==> src/rtl/stis_pkg.sv <==
package stis_pkg;

  localparam int IDX_W         = 10;
  localparam int PORT_VAL_W    = 32;
  localparam int IDX_LIMIT     = 1 << IDX_W;
  localparam int TABLE_DEPTH_DEF = 1024;
  localparam int VALUE_WIDTH_DEF = 32;

  localparam logic ACT_LOAD  = 1'b0;
  localparam logic ACT_QUERY = 1'b1;

  typedef enum logic [2:0] {
    ST_IDLE,
    ST_LO,
    ST_HI,
    ST_MID,
    ST_DONE
  } stis_state_t;

  typedef struct packed {
    logic wr;
    logic rd;
  } tbl_cmd_t;

  // entries reachable through a 10-bit index
  function automatic int idx_depth(input int depth);
    return (depth > IDX_LIMIT) ? IDX_LIMIT : depth;
  endfunction

  function automatic int addr_width(input int depth);
    return (idx_depth(depth) > 2) ? $clog2(idx_depth(depth)) : 1;
  endfunction

  // stored value width, keys and values keep at most the port width
  function automatic int store_width(input int vw);
    return (vw < PORT_VAL_W) ? vw : PORT_VAL_W;
  endfunction

endpackage

==> src/rtl/stis_ctrl.sv <==
module stis_ctrl #(
  parameter int TABLE_DEPTH = stis_pkg::TABLE_DEPTH_DEF,
  parameter int VALUE_WIDTH = stis_pkg::VALUE_WIDTH_DEF
) (
  input  logic                                          clk,
  input  logic                                          rst_n,
  input  logic                                          in_valid,
  output logic                                          in_ready,
  input  logic                                          in_action,
  input  logic [stis_pkg::IDX_W-1:0]                    in_entry_index,
  input  logic signed [stis_pkg::PORT_VAL_W-1:0]        in_entry_value,
  input  logic signed [stis_pkg::PORT_VAL_W-1:0]        in_search_key,
  input  logic [stis_pkg::IDX_W-1:0]                    in_lower_index,
  input  logic [stis_pkg::IDX_W-1:0]                    in_upper_index,
  input  logic                                          in_clamp_above,
  output logic                                          out_valid,
  input  logic                                          out_ready,
  output logic [stis_pkg::IDX_W-1:0]                    out_interval_index,
  output logic                                          out_found,
  output stis_pkg::tbl_cmd_t                            mem_cmd,
  output logic [stis_pkg::addr_width(TABLE_DEPTH)-1:0]  mem_addr,
  output logic [stis_pkg::store_width(VALUE_WIDTH)-1:0] mem_wdata,
  input  logic [stis_pkg::store_width(VALUE_WIDTH)-1:0] mem_rdata
);
  import stis_pkg::*;

  localparam int Depth  = idx_depth(TABLE_DEPTH);
  localparam int AddrW  = addr_width(TABLE_DEPTH);
  localparam int StoreW = store_width(VALUE_WIDTH);

  stis_state_t state_r, state_nxt;

  logic signed [StoreW-1:0] key_r, key_nxt;
  logic [AddrW-1:0]         i1_r, i1_nxt;
  logic [AddrW-1:0]         i3_r, i3_nxt;
  logic [AddrW-1:0]         mid_r, mid_nxt;
  logic                     clamp_r, clamp_nxt;
  logic [AddrW-1:0]         res_idx_r, res_idx_nxt;
  logic                     res_found_r, res_found_nxt;
  logic                     out_valid_r, out_valid_nxt;
  logic [IDX_W-1:0]         out_idx_r, out_idx_nxt;
  logic                     out_found_r, out_found_nxt;

  logic                     accept;
  logic                     entry_ok;
  logic                     query_bad;
  logic signed [StoreW-1:0] tbl_val;
  logic                     key_lt;
  logic                     key_gt;
  logic [AddrW-1:0]         span_cur;
  logic [AddrW:0]           sum_cur;
  logic [AddrW-1:0]         mid_cur;
  logic [AddrW-1:0]         i1_step;
  logic [AddrW-1:0]         i3_step;
  logic [AddrW-1:0]         span_step;
  logic [AddrW:0]           sum_step;
  logic [AddrW-1:0]         mid_step;
  logic                     out_free;

  assign in_ready = (state_r == ST_IDLE);
  assign accept   = in_valid && in_ready;
  assign out_free = !out_valid_r || out_ready;

  assign entry_ok  = {1'b0, in_entry_index} < (IDX_W + 1)'(Depth);
  assign query_bad = !({1'b0, in_lower_index} < (IDX_W + 1)'(Depth))
                  || !({1'b0, in_upper_index} < (IDX_W + 1)'(Depth))
                  || (in_upper_index <= in_lower_index);

  assign tbl_val = $signed(mem_rdata);
  assign key_lt  = key_r < tbl_val;
  assign key_gt  = key_r > tbl_val;

  assign span_cur = i3_r - i1_r;
  assign sum_cur  = {1'b0, i1_r} + {1'b0, i3_r};
  assign mid_cur  = sum_cur[AddrW:1];

  // one bisection step on the entry just read at mid_r
  assign i1_step   = key_gt ? mid_r : i1_r;
  assign i3_step   = key_gt ? i3_r : mid_r;
  assign span_step = i3_step - i1_step;
  assign sum_step  = {1'b0, i1_step} + {1'b0, i3_step};
  assign mid_step  = sum_step[AddrW:1];

  always_comb begin
    state_nxt = state_r;
    unique case (state_r)
      ST_IDLE: begin
        if (accept && (in_action == ACT_QUERY)) begin
          state_nxt = query_bad ? ST_DONE : ST_LO;
        end
      end
      ST_LO: begin
        state_nxt = key_lt ? ST_DONE : ST_HI;
      end
      ST_HI: begin
        if (key_gt || (span_cur <= AddrW'(1))) begin
          state_nxt = ST_DONE;
        end else begin
          state_nxt = ST_MID;
        end
      end
      ST_MID: begin
        if (span_step <= AddrW'(1)) begin
          state_nxt = ST_DONE;
        end
      end
      ST_DONE: begin
        if (out_free) begin
          state_nxt = ST_IDLE;
        end
      end
      default: state_nxt = ST_IDLE;
    endcase
  end

  always_comb begin
    mem_cmd       = '0;
    mem_addr      = i1_r;
    mem_wdata     = in_entry_value[StoreW-1:0];
    key_nxt       = key_r;
    i1_nxt        = i1_r;
    i3_nxt        = i3_r;
    mid_nxt       = mid_r;
    clamp_nxt     = clamp_r;
    res_idx_nxt   = res_idx_r;
    res_found_nxt = res_found_r;
    out_valid_nxt = out_valid_r && !out_ready;
    out_idx_nxt   = out_idx_r;
    out_found_nxt = out_found_r;
    unique case (state_r)
      ST_IDLE: begin
        if (accept) begin
          if (in_action == ACT_LOAD) begin
            mem_cmd.wr = entry_ok;
            mem_addr   = in_entry_index[AddrW-1:0];
          end else begin
            key_nxt       = $signed(in_search_key[StoreW-1:0]);
            i1_nxt        = in_lower_index[AddrW-1:0];
            i3_nxt        = in_upper_index[AddrW-1:0];
            clamp_nxt     = in_clamp_above;
            res_idx_nxt   = '0;
            res_found_nxt = 1'b0;
            if (!query_bad) begin
              mem_cmd.rd = 1'b1;
              mem_addr   = in_lower_index[AddrW-1:0];
            end
          end
        end
      end
      ST_LO: begin
        if (!key_lt) begin
          mem_cmd.rd = 1'b1;
          mem_addr   = i3_r;
        end
      end
      ST_HI: begin
        if (key_gt) begin
          res_idx_nxt   = clamp_r ? i3_r : '0;
          res_found_nxt = clamp_r;
        end else if (span_cur <= AddrW'(1)) begin
          res_idx_nxt   = i1_r;
          res_found_nxt = 1'b1;
        end else begin
          mem_cmd.rd = 1'b1;
          mem_addr   = mid_cur;
          mid_nxt    = mid_cur;
        end
      end
      ST_MID: begin
        i1_nxt = i1_step;
        i3_nxt = i3_step;
        if (span_step <= AddrW'(1)) begin
          res_idx_nxt   = i1_step;
          res_found_nxt = 1'b1;
        end else begin
          mem_cmd.rd = 1'b1;
          mem_addr   = mid_step;
          mid_nxt    = mid_step;
        end
      end
      ST_DONE: begin
        if (out_free) begin
          out_valid_nxt = 1'b1;
          out_idx_nxt   = IDX_W'(res_idx_r);
          out_found_nxt = res_found_r;
        end
      end
      default: begin
      end
    endcase
  end

  always_ff @(posedge clk) begin
    if (!rst_n) begin
      state_r     <= ST_IDLE;
      out_valid_r <= 1'b0;
    end else begin
      state_r     <= state_nxt;
      out_valid_r <= out_valid_nxt;
    end
    key_r       <= key_nxt;
    i1_r        <= i1_nxt;
    i3_r        <= i3_nxt;
    mid_r       <= mid_nxt;
    clamp_r     <= clamp_nxt;
    res_idx_r   <= res_idx_nxt;
    res_found_r <= res_found_nxt;
    out_idx_r   <= out_idx_nxt;
    out_found_r <= out_found_nxt;
  end

  assign out_valid          = out_valid_r;
  assign out_interval_index = out_idx_r;
  assign out_found          = out_found_r;

endmodule

==> config.mk <==
export PLATFORM = sky130hd
export DESIGN_NAME = stis_ctrl
export DESIGN_NICKNAME = d
export VERILOG_FILES = /design/src/rtl/stis_pkg.sv /design/src/rtl/stis_ctrl.sv
export SDC_FILE = /design/constraint.sdc
export NUM_CORES = 1
export LEC_CHECK = 0
export ABC_AREA = 1
export BUFFER_PORTS_ARGS = -buffer_cell sky130_fd_sc_hd__buf_2
export CAP_MARGIN = 40
export CORE_UTILIZATION = 55
export CTS_CLUSTER_DIAMETER = 100
export CTS_CLUSTER_SIZE = 14
export DETAILED_ROUTE_END_ITERATION = 12
export PLACE_DENSITY = 0.92
export SLEW_MARGIN = 5
export SYNTH_ARGS = -nofsm -noshare
export SYNTH_HDL_FRONTEND = slang
export SYNTH_SLANG_ARGS = --single-unit
export TNS_END_PERCENT = 100
==> constraint.sdc <==
create_clock -name clk -period 7.97 [get_ports clk]
set_input_delay 0.3985 -clock clk [delete_from_list [all_inputs] [get_ports clk]]
set_output_delay 0.3985 -clock clk [all_outputs]
set_load 0.02 [all_outputs]
==> results of run 1 <==
power by group:
group / internal (mW) / leakage, nW / switching (mW)
Combinational: 0.199 / 3.43 / 0.398
Sequential: 0.543 / 0.820 / 0.0154
Clock: 0.248 / 0.146 / 0.187
cells in the mapped netlist, types with 2 or more instances:
| master | count |
|---|---|
| or2_1 | 2 |
| nand3_1 | 67 |
| edfxtp_1 | 85 |
| buf_8 | 2 |
| a31oi_1 | 2 |
| clkbuf_1 | 5 |
| nor2_2 | 3 |
| o21ai_2 | 15 |
| nand2_2 | 29 |
| inv_1 | 145 |
| nor3_1 | 6 |
| a21oi_2 | 4 |
| ha_1 | 80 |
| inv_2 | 16 |
| nand4_1 | 23 |
| xor2_1 | 13 |
| a21oi_1 | 52 |
| o21bai_1 | 5 |
| o21ai_0 | 34 |
| nand3_2 | 3 |
| fa_1 | 4 |
| buf_2 | 6 |
| o21ai_1 | 13 |
| buf_4 | 37 |
| nand2_1 | 270 |
| dfxtp_1 | 4 |
| o211ai_1 | 7 |
| buf_6 | 4 |
| nor2_1 | 70 |
| o21a_1 | 4 |
final timing paths:
check,cells past startpoint,end,startpoint
setup reg to reg,26,res_idx_r[0],key_r[31]
hold reg to reg,0,out_interval_index[3],res_idx_r[3]
hold / removal,1,key_r[10],in_search_key[10]
setup / recovery,26,res_idx_r[0],key_r[31]
state kept, by name (all words and copies together), names as in the netlist:
signal and count:
key_r 32, i1_r 10, i3_r 10, mid_r 10, out_interval_index 10, res_idx_r 10
state_r 3, clamp_r 1, out_found 1, out_valid 1, res_found_r 1
metal layers:
metal	GRT usage (%)	wire length (um)
met1	35.3	8320
met2	49.2	9780
met3	6.23	2230
met4	16.4	1130
met5	0	13
kinds of logic after synthesis:
kind of cell	synth area share [%]
compound gates	11.2
xor+xnor	1.45
simple gates	27.1
buf+inv	13.0
fa+ha+maj	13.7
flops	33.4
mux	0.127
worst max-delay path, stage by stage (launching register included):
cell	delay, ps
edfxtp_1	380
ha_1	400
nand2_2	100
nor2_2	150
nand2_2	100
nor4_4	190
nand2_2	130
nand3_2	120
nand3_4	420
inv_4	410
nand2_1	120
nand2_2	100
inv_2	80
fa_1	460
nand3b_1	190
nand2_1	130
nand2_1	80
nand2_1	60
nand2_1	50
nand2_1	70
nand2_1	60
nor2_2	130
nand4_4	190
nand2_2	190
nand2_1	340
a21oi_1	580
buf_4	270
cell type report:
type / count / area share, %
clock buffer: 10 / 2.63
clock inverter: 6 / 0.863
inverter: 162 / 7.02
multi-input combinational: 724 / 48.7
sequential: 89 / 30.3
tap: 180 / 2.59
timing repair buffer: 131 / 7.94
stage by stage:
stage | util, % | total power [mW]
final | 62.4 | 1.59
after global routing | 62.4 | 1.67
after CTS | 62.4 | 1.58
after detailed placement | 60.2 | 1.15
after global placement | 59.8 | 1.13
after floorplan | - | 1.03
==> results.txt, run 1 <==
The flow ran to the end, and the final reports show no timing, DRC or antenna violations. After floorplanning, the core was sized to cover 13900 sq um. Setup repair after global routing left no endpoint under its margin.

The combined global-route utilization of all metal layers was 29.5%. For this run, the number of Yosys warnings is 0. Summing all non-filler instances in the final layout gives an area of 8700 sq um. Max-cap violations in this run came to 0.

The number of global-route vias before repair is 6981. Synthesis produced a netlist with a net count of 1247. The H-tree was split into 3 levels. Synthesis inferred 89 register bits. For the total iterations of the first detailed-routing run, the log shows 8. The worst min-delay path category is input port to register. The last weighted congestion value of the routability-driven placer is 0.973. Transition at the pin with the smallest max-transition slack: 878 ps. The width of the die works out to 122 um. STA classifies the critical path startpoint as a register. After detailed routing, the number of remaining DRC violations is 0.

Yosys mapped a number of flops with a built-in enable equal to 85. After the first detailed-routing iteration, the DRC count stood at 741. The minimum clock period is 5820 ps. The mean instance size in the synthesized netlist came out at 7.64 sq um. TritonCTS built the clock tree. The smallest hold slack is 221 ps, and the number of clock sinks is 89. The library cell with the largest summed area after synthesis was edfxtp_1. Based on the critical path, the design can be clocked at up to 0.172 GHz. Power spread over the standard cell area amounts to 183 nW/um^2. 0 antenna diodes ended up in the layout. Among all flip-flop cells after synthesis, the most frequent one is edfxtp_1. The critical path data arrival time is 5880 ps. Maximum clock insertion buffer count: 2. For the worst setup path, the data required time is 8030 ps. The logs give 0 ps for the total negative slack for setup checks and 9.63 ps for the final worst clock skew.

The combined flip-flop and latch cell area was 2630 sq um; the static leakage power was 4.39 nW. Detailed-route via count: 7297. Once layout is complete, the cells apart from fillers number 1302. The share of flip-flops with an asynchronous set or reset was 0%.

After layout, the worst setup slack is 2150 ps. The number of library cell types mapped by synthesis is 51, and the max-slew headroom at the worst pin is 41.2%. The initial antenna violation count was 1; the final number of max-transition violations was 0.

Summing every instance area after synthesis gives 7870 sq um. The worst setup path is of the register to register kind. The total instance count after detailed placement came out at 1286. The sort of element at the end of the critical path is a register. Most frequent standard cell in the layout excluding fill and tap cells: nand2_1. The share of the Yosys chip area taken by registers is 33.4%.

The cell at the root of the clock tree was clkbuf_16. Ranked by total cell area, the synthesized netlist is headed by edfxtp_1, nand2_1, ha_1, inv_1, nand3_1. In the layout the commonest cells are nand2_1, inv_1, buf_2. For the number of top-level pins, the log shows 189. Of the post-synthesis cell area, the dominant cell type holds 32.4%. Using the TritonRoute via totals, the vias-per-cell ratio works out to 5.60. For the worst-skew pair, the clock arrives at the later sink with an insertion delay of 350 ps.

The final count of negative-setup-slack endpoints was 0. The logs give 1143 for the number of filler instances in the final layout and 2150 ps for the register-to-register setup slack. In this run, post-CTS hold repair placed 0 buffers. The sum of routed wire length over all layers is 21.5 mm, and the average wire length per cell after detail routing is 16.5 um. Input and output buffers added on the ports amount to 124. The highest net fanout along the worst path is 37. Summing all multi-input logic gate instances after layout gives 4240 sq um.

The final count of hold timing violations is 0, and the number of gates given a new drive strength after cts is 0. The total clock buffers created by CTS is 9, and the area overhead of the layout relative to synthesis is 10.5%. The final critical path takes up 73.0% of the cycle. The first global-routing pass estimated 33.3 mm of wire. The post-placement setup slack was 2110 ps. Clock-pin slew was measured on the worst setup and hold paths at 70 ps. The tools report the total placed instance area as 8390 sq um. Across the VDD grid, the largest voltage drop is 0.000139 V. The total overflow left after global routing is 0.

Entering global routing, the biggest net connects 56 pins. Y dimension of the die: 122 um. Once detailed placement completed, the half-perimeter wirelength came to 17.2 mm. The initialized floorplan defines 43 standard-cell rows.

At the end of the flow, the number of nets in the layout was 1333. The floorplan step defined a die boundary enclosing 14800 sq um. For the initial cell density of the core, the log shows 56.5%.

The logs give 0 for the buffer count from post-CTS setup fixing and 1031 for the gate count of the mapped netlist. The number of antenna-violating nets in the routed design is 0, and the share of cells above drive strength 1 is 20.2%.
(Power assumes the default switching activity.)
==> inputs of run 2 (changes only) <==
--- a/config.mk
+++ b/config.mk
@@ -8,11 +8,11 @@
 export ABC_AREA = 1
 export BUFFER_PORTS_ARGS = -buffer_cell sky130_fd_sc_hd__buf_2
 export CAP_MARGIN = 40
-export CORE_UTILIZATION = 55
+export CORE_UTILIZATION = 50
 export CTS_CLUSTER_DIAMETER = 100
 export CTS_CLUSTER_SIZE = 14
 export DETAILED_ROUTE_END_ITERATION = 12
-export PLACE_DENSITY = 0.92
+export PLACE_DENSITY = 0.88
 export SLEW_MARGIN = 5
 export SYNTH_ARGS = -nofsm -noshare
 export SYNTH_HDL_FRONTEND = slang
==> constraint.sdc (replaced) <==
create_clock -name clk -period 5.2 [get_ports clk]
set_input_delay 0.26 -clock clk [delete_from_list [all_inputs] [get_ports clk]]
set_output_delay 0.26 -clock clk [all_outputs]
set_load 0.02 [all_outputs]
==> run 2 against run 1 <==
Hold slack worse by 130 ps. Die area up 9.8%. Final area increased by 3.0%. First-iteration DRC count increased by 2.7%. Non-clock buffer count grew 11. Routed wire length grew 2.6%. Largest cell class unchanged. Worst setup slack lost 2000 ps. Cell count is 3.3% higher. Flip-flop and latch count is the same.
==> results.txt, run 2 (synthesized netlist as in run 1, its figures left out) <==
The flow ran to the end, and the final reports show no timing, DRC or antenna violations. The logs give 33.7 mm for the wire length of the first global-routing pass and 58.7% for the final core area utilization. In this run the horizontal extent of the chip is 127 um. Clock-pin slew was measured on the worst setup and hold paths at 70 ps. Cell at the root of the clock tree: clkbuf_16. For this run, global-route usage on met2 was measured as 45.6%. The HPWL after detailed placement is 17.3 mm.

Max-slew headroom at the worst pin: 59.8%. The number of buffers and inverters on the critical path is 4. Total instance count after detailed placement: 1321. The run gives 31.4% as the met1 layer usage reported by global route. The core area is 15300 sq um, and the last weighted congestion value of the routability-driven placer is 1.03.

The sequential cells in the finished layout cover a total of 2630 sq um. The tools report the critical path required time as 4940 ps. STA classifies the critical path startpoint as a register. For this run, the total global-route usage over all layers was measured as 26.9%.

The clock passes through at most 2 buffers. Timing analysis after detailed placement gives a worst setup slack of 273 ps. In this run the power density over the cells is 279 nW/um^2. met2 is the most crowded layer.

The logs give 0.000129 V for the worst IR drop on VDD and 0 for the final global-route overflow total. The run gives 22.0 mm as the sum of routed wire length over all layers. The run gives 0.198 GHz as the maximum operating frequency.

The worst setup path is captured at an output port. For the overall power consumption, the log shows 2.50 mW. TritonCTS built the clock tree. The flip-flop count of the largest register after layout is 32, and the final count of hold timing violations is 0.

The count of nets left with antenna violations once routing finished came out at 0. The area growth from synthesis to layout is 13.8%. On the final layout, the worst clock skew is 9.11 ps. The slowest stage of the critical path belongs to the cell edfxtp_1. The cell family contributing the most delay on the critical path was simple AND/OR/NAND/NOR gates. The detailed-route via count was 7339; the total clock buffers created by CTS was 9. The final count of negative-setup-slack endpoints came out at 0. In this run the most critical hold path is launched from in_clamp_above.

Tracing the worst setup path back leads to its startpoint at key_r[31]. Dividing the detail-routed via count by the number of cells gives 5.46. The floorplan has 45 rows. The critical path is of the register to output port type. The total placed instance area was 8460 sq um; the cts-stage hold buffer count was 0. The die covers 16300 sq um. Global routing consumed, on the met3 layer, 6.28% of the routing resources.

In this run the static leakage power is 4.47 nW. In the routed design, unresolved DRC markers number 0. Share of the clock period used by the worst path after layout: 96.9%. The startpoint identified for the worst register-to-register timing path is key_r[31].

0 antenna diodes ended up in the layout. Among the stages of the critical path, the cell type that occurs most often is nand2_1. At the worst endpoint, the arrival time is 4780 ps. The worst path meets setup with 160 ps of slack.

The count of buffers added on input and output ports is 124. For the pin with the worst max-slew slack, the measured transition is 603 ps. For the largest net degree at the start of global routing, the log shows 55. Of the cells placed in the final design, the portion with a size suffix greater than 1 is 22.8%. The tools report the number of global-route vias before repair as 6953. In the final routed layout, each cell accounts on average for 16.4 um. The tools report the final number of max-transition violations as 0. The tools report the number of filler instances in the final layout as 1360. In the layout the commonest cells are nand2_1, inv_1, buf_2. The detailed router finished its first iteration with 761 violations. Y dimension of the die: 127 um.

Worst min-delay path category: input port to register. Leaving out fill and tap cells, the most frequent cell in the layout is nand2_1. The net count of the finished layout is 1345.

The top register by number of flip-flops was key_r. Once layout is done, the placed cells without fillers occupy 8960 sq um. Once the floorplan was initialized, standard cells occupied 51.6% of the core. In the final layout, the multi-input gates occupy 4360 sq um. Before antenna repair, the detailed router went through 5 iterations. On the worst path, the slowest cell contributes a delay of 420 ps.

Max-cap violations in this run came to 0. The initial antenna violation count is 0, and the highest net fanout along the worst path is 11. Once layout is complete, the cells apart from fillers number 1345. The insertion delay to the later sink of the worst-skew pair is 350 ps, and the number of top-level pins is 189. The tree built by TritonCTS fans out to 89 sinks. The routed design could run at a clock period as short as 5040 ps. The number of H-tree branching levels was 3.
[run 2: area by class of cell]
class | instances | share of cell area [%]
clock buffer | 10 | 2.56
timing repair buffer | 142 | 8.77
multi-input combinational | 725 | 48.7
inverter | 162 | 6.93
clock inverter | 6 | 0.726
tap | 211 | 2.95
sequential | 89 | 29.4
[run 2: final timing paths]
kind	slack, ps	endpoint	cells past startpoint
setup reg to reg	630	res_idx_r[5]	26
hold reg to reg	420	out_interval_index[7]	0
setup / recovery	160	mem_addr[5]	27
hold / removal	90	clamp_r	1
[run 2: what timing repair did]
item / CTS / global route
resized for setup: 4 / 31
endpoints found under the setup margin: 9 / 11
cloned: 0 / 1
hold endpoints to repair: 0 / 0
pin swaps: 0 / 4
buffers inserted: 0 / 7
[run 2: power by group]
group	switching (mW)	total (mW)	leakage, nW	internal, mW
sequential	0.0238	0.856	0.820	0.833
combinational	0.637	0.983	3.50	0.346
clock	0.289	0.664	0.143	0.375
[run 2: routing by layer]
layer | vias up | part of all wire (%)
li1 | 3548 | -
met2 | 408 | 47
met1 | 3306 | 39
met3 | 77 | 9.5
met4 | 0 | 4.7
met5 | - | 0
[run 2: metrics by stage]
step | setup TNS, ps | hold slack (ps)
after floorplan | 0 | 358
after global placement | 0 | 401
after detailed placement | 0 | 405
after CTS | 0 | 76.1
after global routing | -40.8 | 75.6
final | 0 | 87.1
